--- src/rtl/ovle_pkg.sv ---
// Shared types and constants of the ordered value list engine.
`default_nettype none

package ovle_pkg;

    localparam int DATA_W  = 32;
    localparam int FUNC_W  = 3;
    localparam int CNT_W   = 7;
    localparam int STAT_W  = 2;

    localparam logic [CNT_W-1:0] COUNT_MAX = 7'd127;

    typedef enum logic [FUNC_W-1:0] {
        FN_APPEND = 3'd0,
        FN_REMOVE = 3'd1,
        FN_COUNT  = 3'd2,
        FN_FIND   = 3'd3,
        FN_MIN    = 3'd4,
        FN_MAX    = 3'd5
    } func_t;

    typedef enum logic [STAT_W-1:0] {
        ST_OK        = 2'd0,
        ST_NOT_FOUND = 2'd1,
        ST_FULL      = 2'd2,
        ST_EMPTY     = 2'd3
    } status_t;

    typedef enum logic [1:0] {
        S_IDLE,
        S_SCAN,
        S_DONE
    } state_t;

    // Request traveling down the chain of cells, with its running result
    typedef struct packed {
        logic              busy;
        func_t             func;
        logic [DATA_W-1:0] value;
        logic              hit;
        logic [CNT_W-1:0]  count;
        logic [DATA_W-1:0] ext;
    } probe_t;

endpackage

`default_nettype wire

--- src/rtl/ovle_cell.sv ---
// One list cell: holds one entry and updates the passing request.
`default_nettype none

module ovle_cell #(
    parameter int IDX   = 0,
    parameter int OCC_W = 7
) (
    input  wire                             clk,
    input  wire                             rst_n,
    input  wire [OCC_W-1:0]                 occ,
    input  wire                             wr_en,
    input  wire [ovle_pkg::DATA_W-1:0]      wr_value,
    input  wire [ovle_pkg::DATA_W-1:0]      nbr_entry,
    output logic [ovle_pkg::DATA_W-1:0]     entry,
    input  ovle_pkg::probe_t                p_in,
    output ovle_pkg::probe_t                p_out
);

    localparam logic [OCC_W-1:0] IDX_C = OCC_W'(IDX);

    logic [ovle_pkg::DATA_W-1:0] entry_reg;
    logic [ovle_pkg::DATA_W-1:0] entry_next;
    ovle_pkg::probe_t            p_reg;
    ovle_pkg::probe_t            p_next;
    logic                        live;
    logic                        match;
    logic                        shift;

    // Update the request with this cell's entry
    always_comb
    begin
        live   = IDX_C < occ;
        match  = live && (entry_reg == p_in.value);
        p_next = p_in;
        shift  = 1'b0;
        case (p_in.func)
            ovle_pkg::FN_REMOVE:
            begin
                if (p_in.busy && live && (match || p_in.hit))
                begin
                    shift      = 1'b1;
                    p_next.hit = 1'b1;
                end
            end
            ovle_pkg::FN_COUNT:
            begin
                if (match && p_in.count < ovle_pkg::COUNT_MAX)
                begin
                    p_next.count = p_in.count + 7'd1;
                end
            end
            ovle_pkg::FN_FIND:
            begin
                if (match && !p_in.hit)
                begin
                    p_next.hit = 1'b1;
                    p_next.ext = entry_reg;
                end
            end
            ovle_pkg::FN_MIN:
            begin
                if (live && (!p_in.hit || $signed(entry_reg) < $signed(p_in.ext)))
                begin
                    p_next.hit = 1'b1;
                    p_next.ext = entry_reg;
                end
            end
            ovle_pkg::FN_MAX:
            begin
                if (live && (!p_in.hit || $signed(entry_reg) > $signed(p_in.ext)))
                begin
                    p_next.hit = 1'b1;
                    p_next.ext = entry_reg;
                end
            end
            default:
            begin
            end
        endcase
    end

    // Take an appended value, or pull up the neighbor's entry to close a gap
    always_comb
    begin
        if (wr_en)
        begin
            entry_next = wr_value;
        end
        else if (shift)
        begin
            entry_next = nbr_entry;
        end
        else
        begin
            entry_next = entry_reg;
        end
    end

    always_ff @(posedge clk)
    begin
        entry_reg <= entry_next;
    end

    // Hand the request to the next cell
    always_ff @(posedge clk or negedge rst_n)
    begin
        if (!rst_n)
        begin
            p_reg <= '0;
        end
        else
        begin
            p_reg <= p_next;
        end
    end

    assign entry = entry_reg;
    assign p_out = p_reg;

endmodule

`default_nettype wire

--- config.mk ---
export PLATFORM = sky130hd
export DESIGN_NAME = ovle_cell
export DESIGN_NICKNAME = d
export VERILOG_FILES = /design/src/rtl/ovle_pkg.sv /design/src/rtl/ovle_cell.sv
export SDC_FILE = /design/constraint.sdc
export NUM_CORES = 1
export LEC_CHECK = 0
export BUFFER_PORTS_ARGS = -buffer_cell sky130_fd_sc_hd__buf_2
export CAP_MARGIN = 40
export CELL_PAD_IN_SITES_DETAIL_PLACEMENT = 1
export CELL_PAD_IN_SITES_GLOBAL_PLACEMENT = 1
export CORE_MARGIN = 1.5
export CORE_UTILIZATION = 38
export CTS_BUF_LIST = sky130_fd_sc_hd__clkbuf_16
export DETAILED_ROUTE_END_ITERATION = 10
export PLACE_DENSITY = 0.89
export SETUP_SLACK_MARGIN = 0.4
export SLEW_MARGIN = 20
export SYNTH_ARGS = -nofsm -noshare
export SYNTH_HDL_FRONTEND = slang
export SYNTH_SLANG_ARGS = --single-unit
export TNS_END_PERCENT = 30
--- constraint.sdc ---
create_clock -name clk -period 5.7 [get_ports clk]
set_input_delay 1.14 -clock clk [delete_from_list [all_inputs] [get_ports clk]]
set_output_delay 1.14 -clock clk [all_outputs]
set_load 0.05 [all_outputs]
=== Word level (Yosys, flattened, before mapping) ===
Index checks and enable logic that the tools add are counted.

* Logic and storage cells: 45
* Memories: 0
* Flip-flop bits (word level): 108
* Input bits: 150
* Output and inout port bits: 108
* Memory bits (writable): 0
* Bits in latches: 0
* ROM bits: 0

* Muxes and demuxes: 15
* Shift-type cells: 0
* Bitwise logic cells: 0
* $add $sub $neg: 1
* Multipliers: 0
* Magnitude comparators: 4
* Reduce and logical (&&, ||, !) cells: 12
* Equal/unequal tests: 6
* Divide/modulo/power cells: 0

{| class="wikitable"
|+ Operator list
! operator !! number
|-
| $mux 32 || 5
|-
| $pmux 32 s3 || 1
|-
| $eq 32x32->1 || 1
|-
| $gt 32x32->1 || 1
|-
| $lt 32x32->1 || 1
|-
| $mux 7 || 2
|-
| $add 7x1->7 const B || 1
|-
| $logic_and 1x1->1 || 7
|-
| $lt 1x7->1 const A || 1
|-
| $lt 7x7->1 const B || 1
|-
| $eq 3x2->1 const B || 2
|-
| $eq 3x3->1 const B || 2
|-
| $mux 1 || 6
|-
| $pmux 1 s4 || 1
|-
| $eq 3x1->1 const B || 1
|-
| $logic_or 1x1->1 || 3
|-
| $reduce_bool 2->1 || 1
|-
| $logic_not 1->1 || 1
|}

=== Longest topological paths before layout ===
Gate-level depths: netlist of the first run.

* Depth in word-level cells: 8
* Mapped depth: 11

=== Least setup slack after synthesis of the first run ===
Ideal clock, no wire load.

* Path kind: input-to-reg
* Start point: input p_in[53] in the netlist's numbering
* End point: register entry_reg, in the netlist entry[0] (enable)
* Path buffers: 0
* Required time: 5.272 ns
* Library setup time: 0.428 ns
* Path slack: 1.577 ns
* Stages: 6
* Arrival: 3.695 ns
* Cells stage by stage: xnor2_1 nand4_1 or4_4 nor3_1 o21ai_0 o21bai_1

* Word-level cells in the longest chain between the ends: 7

{| class="wikitable"
|+ RTL lines
! item !! RTL line !! source
|-
| from (decl) || ovle_cell.sv:15 || <nowiki>input ovle_pkg::probe_t p_in,</nowiki>
|-
| $eq 32x32->1 || ovle_cell.sv:33 || <nowiki>match = live && (entry_reg == p_in.value);</nowiki>
|-
| $logic_and 1x1->1 || ovle_cell.sv:33 ||
|-
| $logic_or 1x1->1 || ovle_cell.sv:39 || <nowiki>if (p_in.busy && live && (match || p_in.hit))</nowiki>
|-
| $logic_and 1x1->1 || ovle_cell.sv:39 ||
|-
| $mux 1 || ovle_cell.sv:39 ||
|-
| $mux 1 || ovle_cell.sv:36 || <nowiki>case (p_in.func)</nowiki>
|-
| $reduce_bool 2->1 (no line) || -- ||
|-
| to (signal assigned) || ovle_cell.sv:101 || <nowiki>entry_reg <= entry_next;</nowiki>
|-
| to (decl) || ovle_cell.sv:21 || <nowiki>logic [ovle_pkg::DATA_W-1:0] entry_reg;</nowiki>
|}

Every way passes these cells.
A chain may end at the register's enable or synchronous reset.

==> reports/results.ini, run 1 <==
[critical_path]
cp_max_fo = 17
crit_chain = buf_2 -> inv_1 -> ha_1 -> nand4_1 -> nor4_1 -> o31ai_1 -> nand4_1 -> nand4bb_4 -> buf_16 -> mux2_4
path_class = input pin to register
endpoint_kind = register
crit_path_frequent_cell = nand4_1
cp-start-kind = input pin
slowest_stage = nor4_1
crit_required_ps = 5930
crit_buf_inv = 3
max_stage_delay_ps = 740
cp_top_family = simple AND/OR/NAND/NOR gates
crit_arrival_ps = 4270

[grt]
first_global_vias = 4803
grt_antenna_before_repair = 0
grtUsageMet1_pct = 26.8
grt_start_max_net_pins = 45
top_usage_layer = met2
gr-total-overflow = 0
track_usage_pct = 23.9
grt_pass1_wl_mm = 25.7
met2_usage_pct = 44.1
grt_use_met3_pct = 5.05

[clock_tree]
clkSlewWorstSetupHoldPaths_ps = 70
clk_path_buf_depth = 2
clk_latency_ps = 350
cts-buffers-inserted = 9
postCtsResizedCells = 0
cts-root-buf = clkbuf_16
post_cts_buffers = 0
h-tree-depth = 3
cts_num_sinks = 108
cts_tree = done
ctsHoldBuffers = 0

[timing]
final-max-slew-violation-count = 0
period_share_pct = 70.9
setup_viol = 0
fin_ws_ps = 1660
tightest_slew_ps = 778
setup-tns-final_ps = 0
hold_viol_final = 0
min_period_ps = 4040
finalClockSkew_ps = 8.72
relSlewSlack_pct = 47.6
rsz0062_at_grt = no
fmax_ghz = 0.248

[detailed_routing]
firstDrtPassIters = 4
drtIter0Drc = 136
totalWireLength_mm = 17.1
drc = 0
final_antenna_net_count = 0
vias_per_cell = 5.04
wl_per_cell_um = 20.7
via_count = 4165

[finish]
diodes = 0
area_growth_pct = 34.8
drive_above_1_share_pct = 52.4
layout.nets = 829
largest_reg_flops = 76

[floorplan]
start_util_pct = 39.3
coreArea_um2 = 13400
die_h_um = 121
die-width_um = 121
pin_count = 258
dieArea_um2 = 14600
num_rows = 42

[synthesis]
synth_top_flop_cell = dfrtp_1
yosysWarnings = 0
ys_ff_latch = 108
yosys.area.top_type = dfrtp_1
synth_cell_type_count = 42
ys_async_sr_fraction_pct = 70.4
yosys.area.top_type_share_pct = 36.1
synth_enable_flop_cells = 32
synth_seq_area_share_pct = 54.4
syn_nets = 566
syn_avg_cell_area_um2 = 13.8
synthTopCellsByArea = dfrtp_1, edfxtp_1, mux2_4
syn_area_um2 = 5270
syn-instance-count = 383

[power_and_ir_drop]
seqPwrFrac_pct = 42.1
clkPwrFrac_pct = 29.9
power_frac_comb_pct = 28.0
p_leak_nw = 3.55
netSwitchingFraction_pct = 33.6
p_per_area_nw_per_um2 = 306
vdd_drop_max_mv = 0.117
intPower_w = 0.00145
p_switching_w = 0.000731

[run_status]
status = completed

[hold_path]
hold_class = register to register

[placed_design]
port_buffers = 257
dp_hpwl_mm = 14.1
place_congestion = 0.829
dp_slack_ps = 1240

[flow_run]
cap_violations = 0

[final timing paths]
path / from / endpoint / slack [ps] / cells past startpoint
setup / recovery: p_in[31] / p_out[23] / 1660 / 10
hold / removal: entry[9] / p_out[9] / 590 / 1
setup reg to reg: entry[31] / p_out[23] / 2040 / 8
hold reg to reg: entry[9] / p_out[9] / 590 / 1
max in group asynchronous: rst_n / p_out[23] / 4350 / 2
min in group asynchronous: rst_n / p_out[6] / 740 / 1
[final cells by class]
cell class | count | area (um^2)
Clock inverter | 7 | 78.8
Tap cell | 176 | 220
Sequential cell | 108 | 2860
Clock buffer | 9 | 225
Inverter | 33 | 124
Timing Repair Buffer | 261 | 1370
Multi-Input combinational cell | 233 | 2220
Fill cell | 1490 | 6300
[per-layer routing]
layer	up-vias	routed length, um
li1	1895	-
met1	2072	6570
met2	175	9190
met3	23	1010
met4	0	346
met5	-	0
[logic make-up (layout without fill, tap and decap cells)]
family / Yosys count / in the layout / share of synthesized area [%]
AOI/OAI and AO/OA: 32 / 32 / 3.78
and+or+nand+nor: 65 / 65 / 7.60
xor gates and xnor gates: 38 / 38 / 6.32
buffers and inverters: 42 / 310 / 4.06
muxes: 65 / 65 / 16.0
DFF: 108 / 108 / 54.4
adders and majority gates: 33 / 33 / 7.84
[Yosys cell counts (5+ instances only)]
master	n
clkbuf_1	5
mux2_4	30
mux2_2	32
nand4_1	13
edfxtp_1	32
xnor2_1	16
a21oi_1	14
ha_1	33
inv_1	33
nor4_1	7
dfrtp_1	76
nand3_1	5
nand2_1	13
xor2_1	22
[per-stage QoR]
stage | util (%) | power [W] | instances | area (um^2) | hold slack (ps)
after detailed placement | 50.7 | 0.00154 | 811 | 6800 | 589
after global placement | 50.1 | 0.00151 | 808 | 6720 | 576
after CTS | 53.0 | 0.00220 | 827 | 7100 | 600
after floorplan | - | 0.00132 | 383 | 5270 | 844
final | 53.0 | 0.00218 | 827 | 7100 | 593
after global routing | 53.0 | 0.00227 | 827 | 7100 | 614
[placed cells by master (no fill, tap or decap), types with 14 or more instances in the layout]
master    synthesis  final
a21oi_1          14     14
buf_2             0    256
dfrtp_1          76     76
edfxtp_1         32     32
ha_1             33     33
inv_1            33     37
mux2_2           32     32
mux2_4           30     30
xnor2_1          16     16
xor2_1           22     22
[power groups by stage]
stage	combinational (W)	sequential, W	clock [W]
global placement	0.000583	0.000928	0
detailed placement	0.000611	0.000933	0
global route	0.000645	0.000923	0.000698
floorplan	0.000175	0.00115	0
CTS	0.000614	0.000917	0.000670
finish	0.000608	0.000916	0.000651
Note: power is estimated with default switching activity, not from simulation.
==> inputs of run 2 (changes only) <==
--- a/config.mk
+++ b/config.mk
@@ -10,10 +10,10 @@
 export CELL_PAD_IN_SITES_DETAIL_PLACEMENT = 1
 export CELL_PAD_IN_SITES_GLOBAL_PLACEMENT = 1
 export CORE_MARGIN = 1.5
-export CORE_UTILIZATION = 38
+export CORE_UTILIZATION = 35
 export CTS_BUF_LIST = sky130_fd_sc_hd__clkbuf_16
 export DETAILED_ROUTE_END_ITERATION = 10
-export PLACE_DENSITY = 0.89
+export PLACE_DENSITY = 0.83
 export SETUP_SLACK_MARGIN = 0.4
 export SLEW_MARGIN = 20
 export SYNTH_ARGS = -nofsm -noshare
==> constraint.sdc (replaced) <==
create_clock -name clk -period 3.8 [get_ports clk]
set_input_delay 0.76 -clock clk [delete_from_list [all_inputs] [get_ports clk]]
set_output_delay 0.76 -clock clk [all_outputs]
set_load 0.05 [all_outputs]
==> reports/results.ini, run 2 (synthesized netlist as in run 1, its figures left out) <==
[floorplan]
start_util_pct = 36.1
dieArea_um2 = 15800
die-width_um = 126
die_h_um = 126
coreArea_um2 = 14600
num_rows = 44
pin_count = 258

[clock_tree]
cts-buffers-inserted = 9
cts-root-buf = clkbuf_16
clkSlewWorstSetupHoldPaths_ps = 70
postCtsResizedCells = 0
h-tree-depth = 3
clk_path_buf_depth = 2
cts_num_sinks = 108
ctsHoldBuffers = 0
cts_tree = done
clk_latency_ps = 350
post_cts_buffers = 0

[detailed_routing]
totalWireLength_mm = 16.6
drc = 0
final_antenna_net_count = 0
wl_met3_mm = 1.05
wl_met1_mm = 6.66
drtIter0Drc = 152
wl_per_cell_um = 19.9
firstDrtPassIters = 4
met2_length_mm = 8.64
vias_per_cell = 4.89
via_count = 4094
dr.max_layer_used = met4

[grt]
first_global_vias = 4615
track_usage_pct = 21.5
grt_pass1_wl_mm = 25.7
grt_start_max_net_pins = 40
gr-total-overflow = 0
grt_antenna_before_repair = 0

[critical_path]
path_class = input pin to register
ff2ff_path_depth = 8
crit_chain = buf_2 -> inv_1 -> ha_1 -> a21oi_1 -> o21ai_0 -> a22o_1 -> nor4_2 -> nand4_1 -> nand4bb_4 -> buf_4 -> mux2_1
cp-start-kind = input pin
max_stage_delay_ps = 390
crit_buf_inv = 3
endpoint_kind = register
cp.depth = 11
crit_arrival_ps = 3270
cp_top_family = simple AND/OR/NAND/NOR gates
cp_max_fo = 13
crit_required_ps = 4030
slowest_stage = nor4_2

[timing]
relSlewSlack_pct = 57.0
tightest_slew_ps = 639
rsz0062_at_grt = no
hold_viol_final = 0
final-max-slew-violation-count = 0
fmax_ghz = 0.329
finalClockSkew_ps = 8.25
timing.hold.ws_ps = 383
min_period_ps = 3040
setup-tns-final_ps = 0
period_share_pct = 79.9
setup_viol = 0

[placed_design]
dp_hpwl_mm = 13.5
dp_cells = 820
port_buffers = 257
place_congestion = 0.784

[power_and_ir_drop]
p_leak_nw = 3.54
vdd_drop_max_mv = 0.279
p_per_area_nw_per_um2 = 451

[finish]
fin_util_pct = 48.7
final_cells = 837
largest_reg_flops = 76
mostFrequentLayoutCells = buf_2, dfrtp_1, inv_1, ha_1
layout.cells.most_common = buf_2
diodes = 0
layout.nets = 831
area_growth_pct = 35.0
drive_above_1_share_pct = 53.0

[flow_run]
cap_violations = 0

[run_status]
status = completed

[hold_path]
hold_class = input pin to async pin

## run 2: cell count changes in the layout (fill, tap and decap cells not counted), sizes merged
| cell | previous run | this run |
|---|---|---|
| inv | 37 | 35 |
| bufinv | 2 | 1 |
| clkinvlp | 0 | 1 |
| clkinv | 1 | 3 |
| buf | 261 | 263 |
## run 2: path summary, 6_finish.rpt
kind	start	endpoint	slack, ps
worst max-delay path	p_in[19]	p_out[6]	760
max in group asynchronous	rst_n	p_out[18]	2790
worst max register to register	entry[31]	p_out[6]	780
worst min register to register	entry[19]	p_out[19]	610
min in group clk	p_in[75]	p_out[75]	540
worst min-delay path	rst_n	p_out[65]	380
## run 2: worst register-to-register path, stage by stage (launching register included)
cell,delay [ps]
edfxtp_1,520
ha_1,420
nand4_1,200
nor4_1,510
o31ai_1,190
a21oi_1,240
nand4bb_4,190
buf_4,280
mux2_1,360
## run 2: layer usage
layer / track usage [%] / vias to the layer above
met3: 5.65 / 19
met4: 6.15 / 0
met5: 0 / -
met2: 39.4 / 170
met1: 24.7 / 2011
li1: - / 1894
## run 2: metrics by stage
stage / setup WS [ps] / cell area (um^2) / power, W
floorplan: 717 / 5270 / 0.00198
CTS: 714 / 7090 / 0.00324
global placement: 376 / 6780 / 0.00227
finish: 764 / 7110 / 0.00321
detailed placement: 350 / 6800 / 0.00231
global route: 450 / 7110 / 0.00335
## run 2: area by class of cell
| class | count | area [um^2] |
|---|---|---|
| flip-flops and latches | 108 | 2860 |
| fillers | 1624 | 7480 |
| clock inverters | 7 | 67.6 |
| inverters | 33 | 124 |
| repair buffers | 263 | 1380 |
| well taps | 184 | 230 |
| multi-input cells | 233 | 2220 |
| clock buffers | 9 | 225 |
## run 2: report_power, final
part	internal, W	leakage (nW)	switching [W]
registers	0.00130	1.20	0.0000679
logic	0.000297	2.20	0.000610
clock network	0.000509	0.145	0.000420
==> inputs of run 3 (changes only) <==
--- a/config.mk
+++ b/config.mk
@@ -10,10 +10,10 @@
 export CELL_PAD_IN_SITES_DETAIL_PLACEMENT = 1
 export CELL_PAD_IN_SITES_GLOBAL_PLACEMENT = 1
 export CORE_MARGIN = 1.5
-export CORE_UTILIZATION = 35
+export CORE_UTILIZATION = 32
 export CTS_BUF_LIST = sky130_fd_sc_hd__clkbuf_16
 export DETAILED_ROUTE_END_ITERATION = 10
-export PLACE_DENSITY = 0.83
+export PLACE_DENSITY = 0.81
 export SETUP_SLACK_MARGIN = 0.4
 export SLEW_MARGIN = 20
 export SYNTH_ARGS = -nofsm -noshare
==> constraint.sdc (replaced) <==
create_clock -name clk -period 2.63 [get_ports clk]
set_input_delay 0.526 -clock clk [delete_from_list [all_inputs] [get_ports clk]]
set_output_delay 0.526 -clock clk [all_outputs]
set_load 0.05 [all_outputs]
==> reports/results.ini, run 3 (synthesized netlist as in run 1, its figures left out) <==
[run_status]
status = finished, violations left
violations = negative setup slack

[timing]
min_period_ps = 2740
setup_viol = 32
fmax_ghz = 0.365
finalClockSkew_ps = 5.54
tightest_slew_ps = 552
final-max-slew-violation-count = 0
fin_ws_ps = -111
relSlewSlack_pct = 63.2
period_share_pct = 104
rsz0062_at_grt = yes
hold_viol_final = 0

[placed_design]
dp_hpwl_mm = 15.1
dp_slack_ps = -470
place_area_um2 = 7380
port_buffers = 257
dp_cells = 915
place_congestion = 0.847

[critical_path]
cp-startpoint = entry[7]
r2r-start = entry[7]
max_stage_delay_ps = 420
cp-start-kind = register
slowest_stage = edfxtp_1
r2r_slack_ps = -110
crit_required_ps = 2870
crit_chain = ha_1 -> a21oi_2 -> o21ai_1 -> a221o_1 -> o31ai_4 -> nand4_1 -> nand4bb_4 -> buf_8 -> mux2_4
r2r_end = p_out[14]
endpoint_kind = register
cp_max_fo = 10
crit_end = p_out[14]
path_class = register to register
crit_arrival_ps = 2980
ff2ff_path_depth = 9

[power_and_ir_drop]
seqPwrFrac_pct = 40.3
p_switching_w = 0.00166
vdd_drop_max_mv = 0.314
p_leak_nw = 3.93
power_w = 0.00483
power_frac_comb_pct = 31.4
clkPwrFrac_pct = 28.3
netSwitchingFraction_pct = 34.4
intPower_w = 0.00317
p_per_area_nw_per_um2 = 616

[clock_tree]
clk_latency_ps = 350
clk_path_buf_depth = 2
cts-root-buf = clkbuf_16
ctsHoldBuffers = 0
cts_tree = done
cts_num_sinks = 108
h-tree-depth = 3
clkSlewWorstSetupHoldPaths_ps = 70
cts-buffers-inserted = 9

[finish]
design_area_um2 = 7840
mostFrequentLayoutCells = buf_2, dfrtp_1, buf_4, inv_1
area_growth_pct = 48.8
drive_above_1_share_pct = 60.5
nFillCells = 1787
layout.nets = 897
largest_reg_flops = 76
layout.cells.most_common = buf_2
diodes = 0
final_cells = 935

[detailed_routing]
wl_per_cell_um = 19.5
final_antenna_net_count = 0
drc = 0
vias_per_cell = 4.68
via_count = 4380
firstDrtPassIters = 4
totalWireLength_mm = 18.2
drtIter0Drc = 96

[hold_path]
hold_class = input pin to async pin

[floorplan]
start_util_pct = 32.9
die_h_um = 131
die-width_um = 131
dieArea_um2 = 17200
num_rows = 46
pin_count = 258
coreArea_um2 = 16000

[grt]
grt_pass1_wl_mm = 28.5
track_usage_pct = 21.8
grt_antenna_before_repair = 1
first_global_vias = 5105
gr-total-overflow = 0
grt_start_max_net_pins = 41

[flow_run]
cap_violations = 0

[run 3: layer usage]
| metal | wire, um | global-route usage (%) |
|---|---|---|
| met5 | 10 | 0 |
| met4 | 483 | 8.21 |
| met3 | 1030 | 4.94 |
| met2 | 9610 | 40.4 |
| met1 | 7100 | 24.3 |
[run 3: metrics by stage]
stage / TNS, ps / hold WS, ps / utilization, %
after global routing: -9820 / 195 / 49.0
after floorplan: -3990 / 230 / -
after global placement: -16070 / 537 / 46.2
after detailed placement: -19750 / 542 / 46.2
after CTS: -4420 / 160 / 48.6
final: -3160 / 154 / 49.0
[run 3: what timing repair did]
action | in CTS | in global routing
endpoints found under the setup margin | 72 | 72
pin swaps | 7 | 4
gates resized for setup | 18 | 9
buffers inserted | 2 | 2
[run 3: final cells by class]
class | count | area (um^2) | share of cell area, %
sequential | 108 | 2860 | 36.5
multi-input combinational | 233 | 2380 | 30.4
timing repair buffer | 329 | 1910 | 24.3
tap | 216 | 270 | 3.45
clock buffer | 9 | 225 | 2.87
inverter | 33 | 124 | 1.58
clock inverter | 7 | 65.1 | 0.830
[run 3: worst min-delay path by stage]
stage	cells after the start	slack, ps	endpoint
finish	1	150	p_out[43]
global route	1	200	p_out[43]
CTS	1	160	p_out[43]
detailed placement	1	540	p_out[43]
global placement	1	540	p_out[43]
floorplan	0	230	p_out[0]
[run 3: power groups by stage]
| stage | Combinational [W] | Clock, W | Sequential [W] |
|---|---|---|---|
| floorplan | 0.000391 | 0 | 0.00249 |
| global placement | 0.00144 | 0 | 0.00198 |
| detailed placement | 0.00148 | 0 | 0.00198 |
| CTS | 0.00151 | 0.00141 | 0.00195 |
| global route | 0.00161 | 0.00146 | 0.00197 |
| finish | 0.00152 | 0.00137 | 0.00195 |
[run 3: critical path, delay by kind of cell, from the launching register on]
family / cells / cell delay, ps
flops: 1 / 420
compound gates: 4 / 920
fa+ha+maj: 1 / 350
mux: 1 / 310
simple gates: 2 / 430
buf+inv: 1 / 190
